## src/rtl/scgcd_pkg.sv

```systemverilog
// Shared types, register indexes and digit decode for the shot clock and game clock display.
// No dependencies; every other file in the block imports this package.
`default_nettype none
package scgcd_pkg;

  localparam int CFG_IDX_W = 2;
  localparam int CFG_DATA_W = 7;

  localparam logic [CFG_IDX_W-1:0] REG_LONG_RELOAD    = 2'd0;
  localparam logic [CFG_IDX_W-1:0] REG_SHORT_RELOAD   = 2'd1;
  localparam logic [CFG_IDX_W-1:0] REG_PERIOD_MINUTES = 2'd2;

  localparam logic [6:0] LONG_RELOAD_RST    = 7'd24;
  localparam logic [6:0] SHORT_RELOAD_RST   = 7'd14;
  localparam logic [6:0] PERIOD_MINUTES_RST = 7'd10;
  localparam logic [5:0] SECONDS_TOP        = 6'd59;
  localparam logic [6:0] DISPLAY_MAX        = 7'd99;

  // Clock state as seen by the display logic.
  typedef struct packed {
    logic [6:0] shot;
    logic [6:0] minutes;
    logic [5:0] seconds;
    logic [1:0] phase;
    logic       expired;
  } clk_state_t;

  // One result item.
  typedef struct packed {
    logic [6:0] shot_segments;
    logic [1:0] shot_digit_enable;
    logic [6:0] game_segments;
    logic [3:0] game_digit_enable;
    logic       buzzer;
    logic [6:0] shot_value;
    logic [6:0] minutes_value;
    logic [5:0] seconds_value;
  } result_t;

  // Segment pattern gfedcba for a decimal digit.
  function automatic logic [6:0] seg_pattern(input logic [3:0] digit);
    logic [6:0] pat;
    case (digit)
      4'd0: pat = 7'h3F;
      4'd1: pat = 7'h06;
      4'd2: pat = 7'h5B;
      4'd3: pat = 7'h4F;
      4'd4: pat = 7'h66;
      4'd5: pat = 7'h6D;
      4'd6: pat = 7'h7D;
      4'd7: pat = 7'h07;
      4'd8: pat = 7'h7F;
      4'd9: pat = 7'h6F;
      default: pat = 7'h3F;
    endcase
    return pat;
  endfunction

  // Pattern of the tens or ones digit of a value saturated at 99. The tens
  // digit comes from a multiply by 205 and a shift by 11, exact up to 159.
  function automatic logic [6:0] seg_of(input logic [6:0] value, input logic tens);
    logic [6:0]  sat;
    logic [14:0] prod;
    logic [3:0]  tens_d;
    logic [6:0]  ones_v;
    sat    = (value > DISPLAY_MAX) ? DISPLAY_MAX : value;
    prod   = {8'd0, sat} * 15'd205;
    tens_d = prod[14:11];
    ones_v = sat - {tens_d[3:0], 3'b000} - {2'b00, tens_d, 1'b0};
    return seg_pattern(tens ? tens_d : ones_v[3:0]);
  endfunction

endpackage
`default_nettype wire

```

## src/rtl/scgcd_core.sv

```systemverilog
// Configuration registers and clock state with the per-item update rule.
// Depends on scgcd_pkg.
`default_nettype none
module scgcd_core import scgcd_pkg::*; (
  input  wire logic                  clk,
  input  wire logic                  rst_n,
  input  wire logic                  cfg_we,
  input  wire logic [CFG_IDX_W-1:0]  cfg_index,
  input  wire logic [CFG_DATA_W-1:0] cfg_wdata,
  input  wire logic                  accept,
  input  wire logic                  kind,
  input  wire logic                  press_long,
  input  wire logic                  press_short,
  output clk_state_t                 st,
  output clk_state_t                 st_nxt
);

  logic [6:0] long_reload_r, short_reload_r;
  clk_state_t st_r;

  always_comb begin
    st_nxt = st_r;
    if (accept) begin
      if (kind) begin
        if (press_long) begin
          st_nxt.shot    = long_reload_r;
          st_nxt.expired = 1'b0;
        end else if (press_short) begin
          st_nxt.shot    = short_reload_r;
          st_nxt.expired = 1'b0;
        end else if (!st_r.expired) begin
          if (st_r.minutes == 7'd0 && st_r.seconds == 6'd0) begin
            st_nxt.expired = 1'b1;
          end else begin
            if (st_r.seconds == 6'd0) begin
              st_nxt.minutes = st_r.minutes - 7'd1;
              st_nxt.seconds = SECONDS_TOP;
            end else begin
              st_nxt.seconds = st_r.seconds - 6'd1;
            end
            if (st_r.shot == 7'd0) begin
              st_nxt.expired = 1'b1;
            end else begin
              st_nxt.shot = st_r.shot - 7'd1;
            end
          end
        end
      end else begin
        st_nxt.phase = st_r.phase + 2'd1;
      end
    end
    // The period register is not kept: a write only reloads the game clock.
    if (cfg_we && cfg_index == REG_PERIOD_MINUTES) begin
      st_nxt.minutes = cfg_wdata;
      st_nxt.seconds = 6'd0;
    end
  end

  always_ff @(posedge clk) begin
    if (!rst_n) begin
      long_reload_r  <= LONG_RELOAD_RST;
      short_reload_r <= SHORT_RELOAD_RST;
      st_r.shot      <= LONG_RELOAD_RST;
      st_r.minutes   <= PERIOD_MINUTES_RST;
      st_r.seconds   <= 6'd0;
      st_r.phase     <= 2'd0;
      st_r.expired   <= 1'b0;
    end else begin
      st_r <= st_nxt;
      if (cfg_we) begin
        case (cfg_index)
          REG_LONG_RELOAD:  long_reload_r  <= cfg_wdata;
          REG_SHORT_RELOAD: short_reload_r <= cfg_wdata;
          default: ;
        endcase
      end
    end
  end

  assign st = st_r;

endmodule
`default_nettype wire

```

## src/rtl/scgcd_disp.sv

```systemverilog
// Digit multiplexing and seven-segment decode for one result item.
// Depends on scgcd_pkg.
`default_nettype none
module scgcd_disp import scgcd_pkg::*; (
  input  wire clk_state_t st,
  output result_t         res
);

  logic tens;

  always_comb begin
    tens = ~st.phase[0];
    res.shot_segments     = seg_of(st.shot, tens);
    res.shot_digit_enable = tens ? 2'b10 : 2'b01;
    res.game_segments     = st.phase[1] ? seg_of({1'b0, st.seconds}, tens)
                                        : seg_of(st.minutes, tens);
    res.game_digit_enable = ~(4'b0001 << st.phase);
    res.buzzer            = st.expired;
    res.shot_value        = st.shot;
    res.minutes_value     = st.minutes;
    res.seconds_value     = st.seconds;
  end

endmodule
`default_nettype wire

```

## src/rtl/shot_clock_game_clock_display.sv

```systemverilog
// Top level of the shot clock and game clock display: state, decode, result queue.
// Depends on scgcd_pkg, scgcd_core and scgcd_disp.
`default_nettype none
// Channel   Direction  Handshake               Payload
// in_       input      in_valid / in_stall     in_kind, in_press_long, in_press_short
// out_      output     out_valid / out_stall   segments, digit enables, buzzer, values
// cfg_      input      cfg_we                  cfg_index, cfg_wdata
//
// Every accepted item yields one result item, registered into the result
// queue; one item per cycle is sustained while out_stall stays low.
// The result side has a two-entry queue, so an item is still taken while one
// finished result waits; in_stall rises only when both entries are full.
// Reset (rst_n low, synchronous) loads the shot clock with 24 and the game
// clock with 10:00 and empties the queue.
module shot_clock_game_clock_display import scgcd_pkg::*; (
  input  wire logic                  clk,
  input  wire logic                  rst_n,
  input  wire logic                  in_valid,
  output logic                       in_stall,
  input  wire logic                  in_kind,
  input  wire logic                  in_press_long,
  input  wire logic                  in_press_short,
  output logic                       out_valid,
  input  wire logic                  out_stall,
  output logic [6:0]                 out_shot_segments,
  output logic [1:0]                 out_shot_digit_enable,
  output logic [6:0]                 out_game_segments,
  output logic [3:0]                 out_game_digit_enable,
  output logic                       out_buzzer,
  output logic [6:0]                 out_shot_value,
  output logic [6:0]                 out_minutes_value,
  output logic [5:0]                 out_seconds_value,
  input  wire logic                  cfg_we,
  input  wire logic [CFG_IDX_W-1:0]  cfg_index,
  input  wire logic [CFG_DATA_W-1:0] cfg_wdata
);

  logic       in_acc, out_pop;
  clk_state_t st, st_nxt;
  result_t    res;
  result_t    head_r, tail_r;
  logic [1:0] cnt_r, cnt_nxt;

  assign in_stall  = (cnt_r == 2'd2);
  assign in_acc    = in_valid && !in_stall;
  assign out_valid = (cnt_r != 2'd0);
  assign out_pop   = out_valid && !out_stall;

  scgcd_core u_core (
    .clk         (clk),
    .rst_n       (rst_n),
    .cfg_we      (cfg_we),
    .cfg_index   (cfg_index),
    .cfg_wdata   (cfg_wdata),
    .accept      (in_acc),
    .kind        (in_kind),
    .press_long  (in_press_long),
    .press_short (in_press_short),
    .st          (st),
    .st_nxt      (st_nxt)
  );

  // The result reflects the clock state after this item's update.
  scgcd_disp u_disp (
    .st  (st_nxt),
    .res (res)
  );

  always_comb begin
    cnt_nxt = cnt_r + {1'b0, in_acc} - {1'b0, out_pop};
  end

  // Head entry drives the ports; the tail entry holds a second result while
  // the head is stalled.
  always_ff @(posedge clk) begin
    if (!rst_n) begin
      cnt_r <= 2'd0;
    end else begin
      cnt_r <= cnt_nxt;
    end
    if (cnt_r == 2'd2) begin
      if (out_pop) begin
        head_r <= tail_r;
      end
    end else if (cnt_r == 2'd1 && !out_pop) begin
      if (in_acc) begin
        tail_r <= res;
      end
    end else if (in_acc) begin
      head_r <= res;
    end
  end

  assign out_shot_segments     = head_r.shot_segments;
  assign out_shot_digit_enable = head_r.shot_digit_enable;
  assign out_game_segments     = head_r.game_segments;
  assign out_game_digit_enable = head_r.game_digit_enable;
  assign out_buzzer            = head_r.buzzer;
  assign out_shot_value        = head_r.shot_value;
  assign out_minutes_value     = head_r.minutes_value;
  assign out_seconds_value     = head_r.seconds_value;

  // A full queue whose head is stalled stays full.
  a_full_holds: assert property (@(posedge clk) disable iff (!rst_n)
    (cnt_r == 2'd2 && out_stall) |=> (cnt_r == 2'd2))
    else $error("result queue changed while full and stalled");

  // A scan tick advances the digit phase by one.
  a_scan_step: assert property (@(posedge clk) disable iff (!rst_n)
    (in_acc && !in_kind && !cfg_we) |=> (st.phase == $past(st.phase) + 2'd1))
    else $error("scan tick did not advance the digit phase");

  // A second tick with a button pressed clears the expired state.
  a_button_clears: assert property (@(posedge clk) disable iff (!rst_n)
    (in_acc && in_kind && (in_press_long || in_press_short)) |=> !st.expired)
    else $error("button press did not clear the expired state");

  // The last result leaves and nothing new arrives: the output goes idle.
  a_drain: assert property (@(posedge clk) disable iff (!rst_n)
    (cnt_r == 2'd1 && out_pop && !in_acc) |=> !out_valid)
    else $error("output stayed valid after the last result left");

endmodule
`default_nettype wire
```

## config.mk

```make
export PLATFORM = sky130hd
export DESIGN_NAME = shot_clock_game_clock_display
export DESIGN_NICKNAME = d
export VERILOG_FILES = /design/src/rtl/scgcd_pkg.sv /design/src/rtl/scgcd_core.sv /design/src/rtl/scgcd_disp.sv /design/src/rtl/shot_clock_game_clock_display.sv
export SDC_FILE = /design/constraint.sdc
export NUM_CORES = 1
export LEC_CHECK = 0
export BUFFER_PORTS_ARGS = -buffer_cell sky130_fd_sc_hd__buf_2
export CORE_UTILIZATION = 38
export DETAILED_ROUTE_END_ITERATION = 10
export HOLD_SLACK_MARGIN = 0.08
export PLACE_DENSITY = 0.56
export RECOVER_POWER = 100
export SLEW_MARGIN = 20
export SYNTH_ARGS = -nofsm -noshare
export SYNTH_HDL_FRONTEND = slang
export SYNTH_SLANG_ARGS = --single-unit
export TNS_END_PERCENT = 5
```

## constraint.sdc

```tcl
create_clock -name clk -period 20.5 [get_ports clk]
set_input_delay 2.05 -clock clk [delete_from_list [all_inputs] [get_ports clk]]
set_output_delay 2.05 -clock clk [all_outputs]
set_load 0.03 [all_outputs]
```

==> impl_metrics.tcl, run 1 <==
set metrics [dict create \
    critPathSlowestCell "clkbuf_1" \
    worst_slew_pin_slew_ns 2.84 \
    power_density_mw_per_mm2 121 \
    die_area_sq_mm 0.0248 \
    cpPeakStageDelay_ns 1.57 \
    clk_path_buf_depth 2 \
    overflow 0 \
    diodes 0 \
    grt_usage 0.198 \
    num_rows 56 \
    yosys.cell_types.count 76 \
    status "complete, but fails checks" \
    drc 0 \
    place.gp.congestion 0.859 \
    syn-num-nets 1127 \
    cts_inserted_buffers 17 \
    synthCells 963 \
    via_per_inst 5.33 \
    setup_tns_ns 0 \
    relSlewSlack -0.895 \
    grt_pass1_wl_um 37500 \
    coreArea_sq_mm 0.0236 \
    place_ws_ns 10.65 \
    endpoint_kind "register" \
    cp-start-kind "register" \
    crit_path_start "cnt_r[1]" \
    period_needed_ns 9.86 \
    required_ns 20.68 \
    crit_fanout 38 \
    area_delta_synth_final_pct 12.1 \
    worst_hold_startpoint "u_core.short_reload_r[1]" \
    path_common_cell "ha_1" \
    hpwl_um 17000 \
    violations "max-capacitance violations, max-slew violations" \
    grt_max_degree 50 \
    postSynthAreaPerCell_sq_um 9.53 \
    synth_area_sq_mm 0.00918 \
    max_freq_ghz 0.101 \
    ys.flop_type "edfxtp_1" \
    tritoncts "built" \
    cts_resized 0 \
    ys_async_sr_fraction 0 \
    synth-warning-count 0 \
    synth_edf_count 82 \
    clk_latency_ns 0.43 \
    die_x_um 157 \
    reg2reg_setup_slack_ns 10.64 \
    crit-reg2reg-launch "cnt_r[1]" \
    worstSetupPathType "reg2reg" \
    grt_pass1_vias 7007 \
    skew_ns 0.0176 \
    yosysSeqAreaShare 0.353 \
    n_fill_cell 2338 \
    initial_core_util 0.389 \
    yosys_register_bits 121 \
    h-tree-depth 4 \
    cts_hold_buf 0 \
    cts_setup_buffers 0 \
    slew_viol_final 125 \
    wl_um 23100 \
    peakVddDrop_mv 0.0657 \
    period_share 0.481 \
    hp-class "reg2reg" \
    power_leakage_uw 0.00448 \
    numPortBuffers 59 \
    ios 60 \
    rsz0062_at_grt "false" \
    arrival_ns 10.04 \
    firstDrtPassIters 7 \
    routedWlPerCell_um 17.1 \
    via_count 7205 \
    cts_sinks 121 \
    finalWorstSetupSlack_ns 10.64 \
    final-setup-viol-count 0 \
    clkSlewWorstSetupHoldPaths_ns 0.06 \
    cap_viol_max_count 4 \
    layout-drive-gt1-share 0.0725 \
    postRouteAntennaNets 0 \
    drt_first_iter_violations 491 \
    die_h_um 157 \
    nets 1185 \
    antenna_found_initial 0 \
    cts_root_buf "clkbuf_16" \
    final_hold_viol_count 0 \
]
## per-stage QoR
step	cell area [sq um]	hold slack [ns]	power, uW	util	std cells
2_1_floorplan	9180	0.441	817	-	963
3_3_place_gp	9860	0.472	973	0.417	1321
3_5_place_dp	9860	0.484	977	0.417	1321
4_1_cts	10400	0.499	1270	0.441	1353
5_1_grt	10300	0.541	1350	0.436	1353
6_report	10300	0.497	1250	0.436	1353
## final timing paths
path / end / depth (start not counted)
worst max-delay path: out_game_segments[3] / 28
worst min-delay path: u_core.short_reload_r[1] / 2
worst max register to register: out_game_segments[3] / 28
worst min register to register: u_core.short_reload_r[1] / 2
## final cells by class
| type | instances | area (sq um) | share of cell area |
|---|---|---|---|
| Clock buffer | 17 | 425 | 0.0414 |
| Clock inverter | 15 | 140 | 0.0136 |
| Inverter | 88 | 330 | 0.0321 |
| Multi-Input combinational cell | 724 | 5470 | 0.532 |
| Sequential cell | 121 | 3240 | 0.315 |
| Tap cell | 319 | 399 | 0.0388 |
| Timing Repair Buffer | 69 | 280 | 0.0272 |
## cells in the mapped netlist (4+ instances only)
cell type    n  area (sq um)
ha_1       126          1580
nor2_1      96           360
nand2_1     95           357
inv_1       87           327
edfxtp_1    82          2460
dfxtp_1     39           781
o21ai_0     39           195
a21oi_1     37           185
mux2i_1     27           270
clkbuf_1    24          90.1
nand3_1     24           120
fa_1        21           420
nor3_1      19          95.1
a31oi_1     18           113
o211ai_1    14           105
or3_1       14          87.6
xnor2_1     13           114
and2_1      12          75.1
nand4_1     11          68.8
xor2_1      11          96.3
a21o_1      10          75.1
nand2b_1    10          62.6
or2_2       10          62.6
nor4_1       8          50.1
mux2_2       7          78.8
nor2b_1      7          43.8
o21a_1       7          52.6
o31ai_1      6          45.0
a41oi_1      4          35.0
and3_1       4          25.0
and4_1       4          35.0
buf_1        4          15.0
## placed cells by master (no fill, tap or decap), drive strengths merged, types with 13 or more instances in the layout
| cell type | n |
|---|---|
| and2 | 13 |
| ha | 126 |
| dfxtp | 39 |
| mux2i | 27 |
| nor2 | 96 |
| a21oi | 37 |
| o211ai | 14 |
| xnor2 | 13 |
| buf | 13 |
| a31oi | 18 |
| edfxtp | 82 |
| nor3 | 20 |
| o21ai | 41 |
| fa | 21 |
| nand2 | 95 |
| nand3 | 24 |
| clkbuf | 73 |
| or3 | 14 |
| inv | 94 |
## per-layer routing
layer | global-route usage | wire length, um | up-vias
met5 | 0 | 0 | -
met4 | 0.0693 | 458 | 0
met3 | 0.0278 | 716 | 29
met2 | 0.330 | 10700 | 143
met1 | 0.262 | 11200 | 3433
li1 | - | - | 3600
## flip-flops by register name, indices dropped and copies added, names as in the netlist, 2 cells and up
signal and flops:
tail_r 41, u_core.st 23, out_game_segments 7, out_minutes_value 7, out_shot_segments 7, out_shot_value 7, u_core.long_reload_r 7, u_core.short_reload_r 7
out_seconds_value 6, out_game_digit_enable 4, cnt_r 2, out_shot_digit_enable 2
## report_power, final
| part | switching (uW) | internal [uW] | total, uW |
|---|---|---|---|
| combinational | 395 | 200 | 595 |
| sequential | 17.3 | 347 | 364 |
| clock | 121 | 169 | 290 |
## critical path, delay by kind of cell, from the launching register on
family | cells | cell delay, ns
XOR/XNOR | 2 | 0.30
AND/OR/NAND/NOR | 10 | 2.56
buffers and inverters | 3 | 1.95
adder cells (fa/ha/maj) | 5 | 1.51
AO/OA/AOI/OAI | 7 | 2.64
multiplexers | 1 | 0.26
flip-flops | 1 | 0.40
## logic make-up (layout without fill, tap and decap cells)
| logic type | after synthesis | count (layout) | synth area share |
|---|---|---|---|
| multiplexers | 34 | 34 | 0.0380 |
| flip-flops | 121 | 121 | 0.353 |
| buffers and inverters | 118 | 189 | 0.0492 |
| XOR/XNOR | 26 | 26 | 0.0278 |
| AO/OA/AOI/OAI | 177 | 177 | 0.130 |
| adder cells (fa/ha/maj) | 147 | 147 | 0.218 |
| AND/OR/NAND/NOR | 340 | 340 | 0.184 |
Note: power is estimated with default switching activity, not from simulation.
==> run 2, diff against run 1 <==
==> constraint.sdc (replaced) <==
create_clock -name clk -period 9.1 [get_ports clk]
set_input_delay 0.91 -clock clk [delete_from_list [all_inputs] [get_ports clk]]
set_output_delay 0.91 -clock clk [all_outputs]
set_load 0.03 [all_outputs]
==> impl_metrics.tcl, run 2 (synthesized netlist as in run 1, its figures left out) <==
set metrics [dict create \
    tritoncts "built" \
    power_density_mw_per_mm2 273 \
    p_int_uw 1640 \
    h-tree-depth 4 \
    skew_ns 0.00915 \
    regMostFlops "tail_r" \
    cpPeakStageDelay_ns 0.65 \
    cts_root_buf "clkbuf_16" \
    p_clk_frac 0.231 \
    cts_hold_buf 0 \
    grt_usage 0.196 \
    use_met3 0.0270 \
    drc 0 \
    grt_pass1_wl_um 37400 \
    path_common_cell "ha_1" \
    postRouteAntennaNets 0 \
    final_hold_viol_count 0 \
    nets 1190 \
    arrival_ns 8.41 \
    crit_path_start "u_core.st[9]" \
    cts_inserted_buffers 17 \
    setup_tns_ns 0 \
    status "complete, but fails checks" \
    wl_um 22700 \
    die_x_um 157 \
    rsz0062_at_grt "false" \
    crit_fanout 12 \
    required_ns 9.27 \
    ios 60 \
    grt_busiest_layer "met2" \
    relSlewSlack -0.876 \
    largest_reg_flops 41 \
    via_count 7169 \
    worst_slew_pin_slew_ns 2.81 \
    cts_resized 0 \
    cap_viol_max_count 3 \
    area_delta_synth_final_pct 12.3 \
    peakVddDrop_mv 0.125 \
    cp-start-kind "register" \
    cts_setup_buffers 0 \
    finalWorstSetupSlack_ns 0.859 \
    fin_area_sq_mm 0.0103 \
    seqPwrFrac 0.292 \
    post_dp_cell_area_sq_mm 0.00989 \
    grt_pass1_vias 7089 \
    num_rows 56 \
    hpwl_um 16700 \
    cts_sinks 121 \
    grt_max_degree 50 \
    endpoint_kind "register" \
    final_cell_mix "ha_1, nor2_1, nand2_1" \
    layout-drive-gt1-share 0.0703 \
    worstSetupPathType "reg2reg" \
    violations "max-capacitance violations, max-slew violations" \
    power_leakage_uw 0.00448 \
    coreArea_sq_mm 0.0236 \
    clkSlewWorstSetupHoldPaths_ns 0.06 \
    max_freq_ghz 0.121 \
    clk_path_buf_depth 2 \
    hp-class "reg2reg" \
    n_fill_cell 2396 \
    firstDrtPassIters 5 \
    antenna_found_initial 0 \
    rr_worst_depth 28 \
    die_h_um 157 \
    clk_latency_ns 0.42 \
    use_met1 0.261 \
    use_met2 0.319 \
    p_switching_uw 1170 \
    power_frac_comb 0.477 \
    via_per_inst 5.28 \
    numPortBuffers 59 \
    period_share 0.906 \
    diodes 0 \
    place.gp.congestion 0.858 \
    period_needed_ns 8.24 \
    overflow 0 \
    crit-reg2reg-launch "u_core.st[9]" \
    crit_end "out_shot_segments[4]" \
    final_common_cell "ha_1" \
    slew_viol_final 86 \
    place_ws_ns 0.670 \
    final-setup-viol-count 0 \
    reg2reg_setup_slack_ns 0.86 \
    routedWlPerCell_um 16.7 \
    initial_core_util 0.389 \
    drt_first_iter_violations 507 \
    rr_endpoint "out_shot_segments[4]" \
    die_area_sq_mm 0.0248 \
    critPathSlowestCell "nor4b_1" \
    swShare 0.417 \
]
==> run 2: cell types whose count changed in the layout (fill, tap and decap cells not counted), sizes merged <==
cell    delta
buf        +2
bufinv     +1
clkbuf     +6
inv        -5
clkinv     +1
==> run 2: how the worst min path moves through the flow <==
| stage | from | to | slack, ns | cells past startpoint |
|---|---|---|---|---|
| 5_1_grt | u_core.long_reload_r[3] | u_core.long_reload_r[3] | 0.53 | 2 |
| 6_report | u_core.short_reload_r[3] | u_core.short_reload_r[3] | 0.49 | 2 |
| 3_5_place_dp | u_core.long_reload_r[3] | u_core.long_reload_r[3] | 0.48 | 2 |
| 4_1_cts | u_core.short_reload_r[3] | u_core.short_reload_r[3] | 0.50 | 2 |
| 3_3_place_gp | u_core.short_reload_r[3] | u_core.short_reload_r[3] | 0.48 | 2 |
| 2_1_floorplan | u_core.long_reload_r[4] | u_core.long_reload_r[4] | 0.44 | 2 |
==> run 2: power by group through the flow <==
stage / registers [uW] / clock network (uW) / logic (uW)
6_report: 822 / 650 / 1340
5_1_grt: 835 / 689 / 1520
4_1_cts: 816 / 662 / 1390
3_5_place_dp: 826 / 0 / 1380
3_3_place_gp: 827 / 0 / 1370
2_1_floorplan: 976 / 0 / 864
==> run 2: routing by layer <==
| layer | vias up | wire (um) |
|---|---|---|
| met1 | 3393 | 11100 |
| met5 | - | 0 |
| met3 | 31 | 577 |
| met2 | 139 | 10500 |
| met4 | 0 | 579 |
| li1 | 3606 | - |
==> run 2: layout make-up <==
cell class	count	area [sq um]	area share
clock buffer	20	437	0.0424
multi-input combinational	724	5460	0.530
timing repair buffer	74	307	0.0297
clock inverter	12	126	0.0123
tap	319	399	0.0387
inverter	88	330	0.0321
sequential	121	3240	0.315
==> run 2: per-stage QoR <==
step | hold WS, ns | power (uW) | utilization | instances
floorplan | 0.441 | 1840 | - | 963
global placement | 0.477 | 2200 | 0.419 | 1326
detailed placement | 0.482 | 2200 | 0.419 | 1326
CTS | 0.498 | 2870 | 0.443 | 1358
global route | 0.529 | 3040 | 0.436 | 1358
finish | 0.493 | 2820 | 0.436 | 1358
==> run 2: critical path, delay by kind of cell, from the launching register on <==
kind            cells  cell delay [ns]
compound gates      8             2.14
xor+xnor            2             0.32
fa+ha+maj           7             2.18
buf+inv             3             0.22
flops               1             0.35
mux                 1             0.31
simple gates        7             2.44
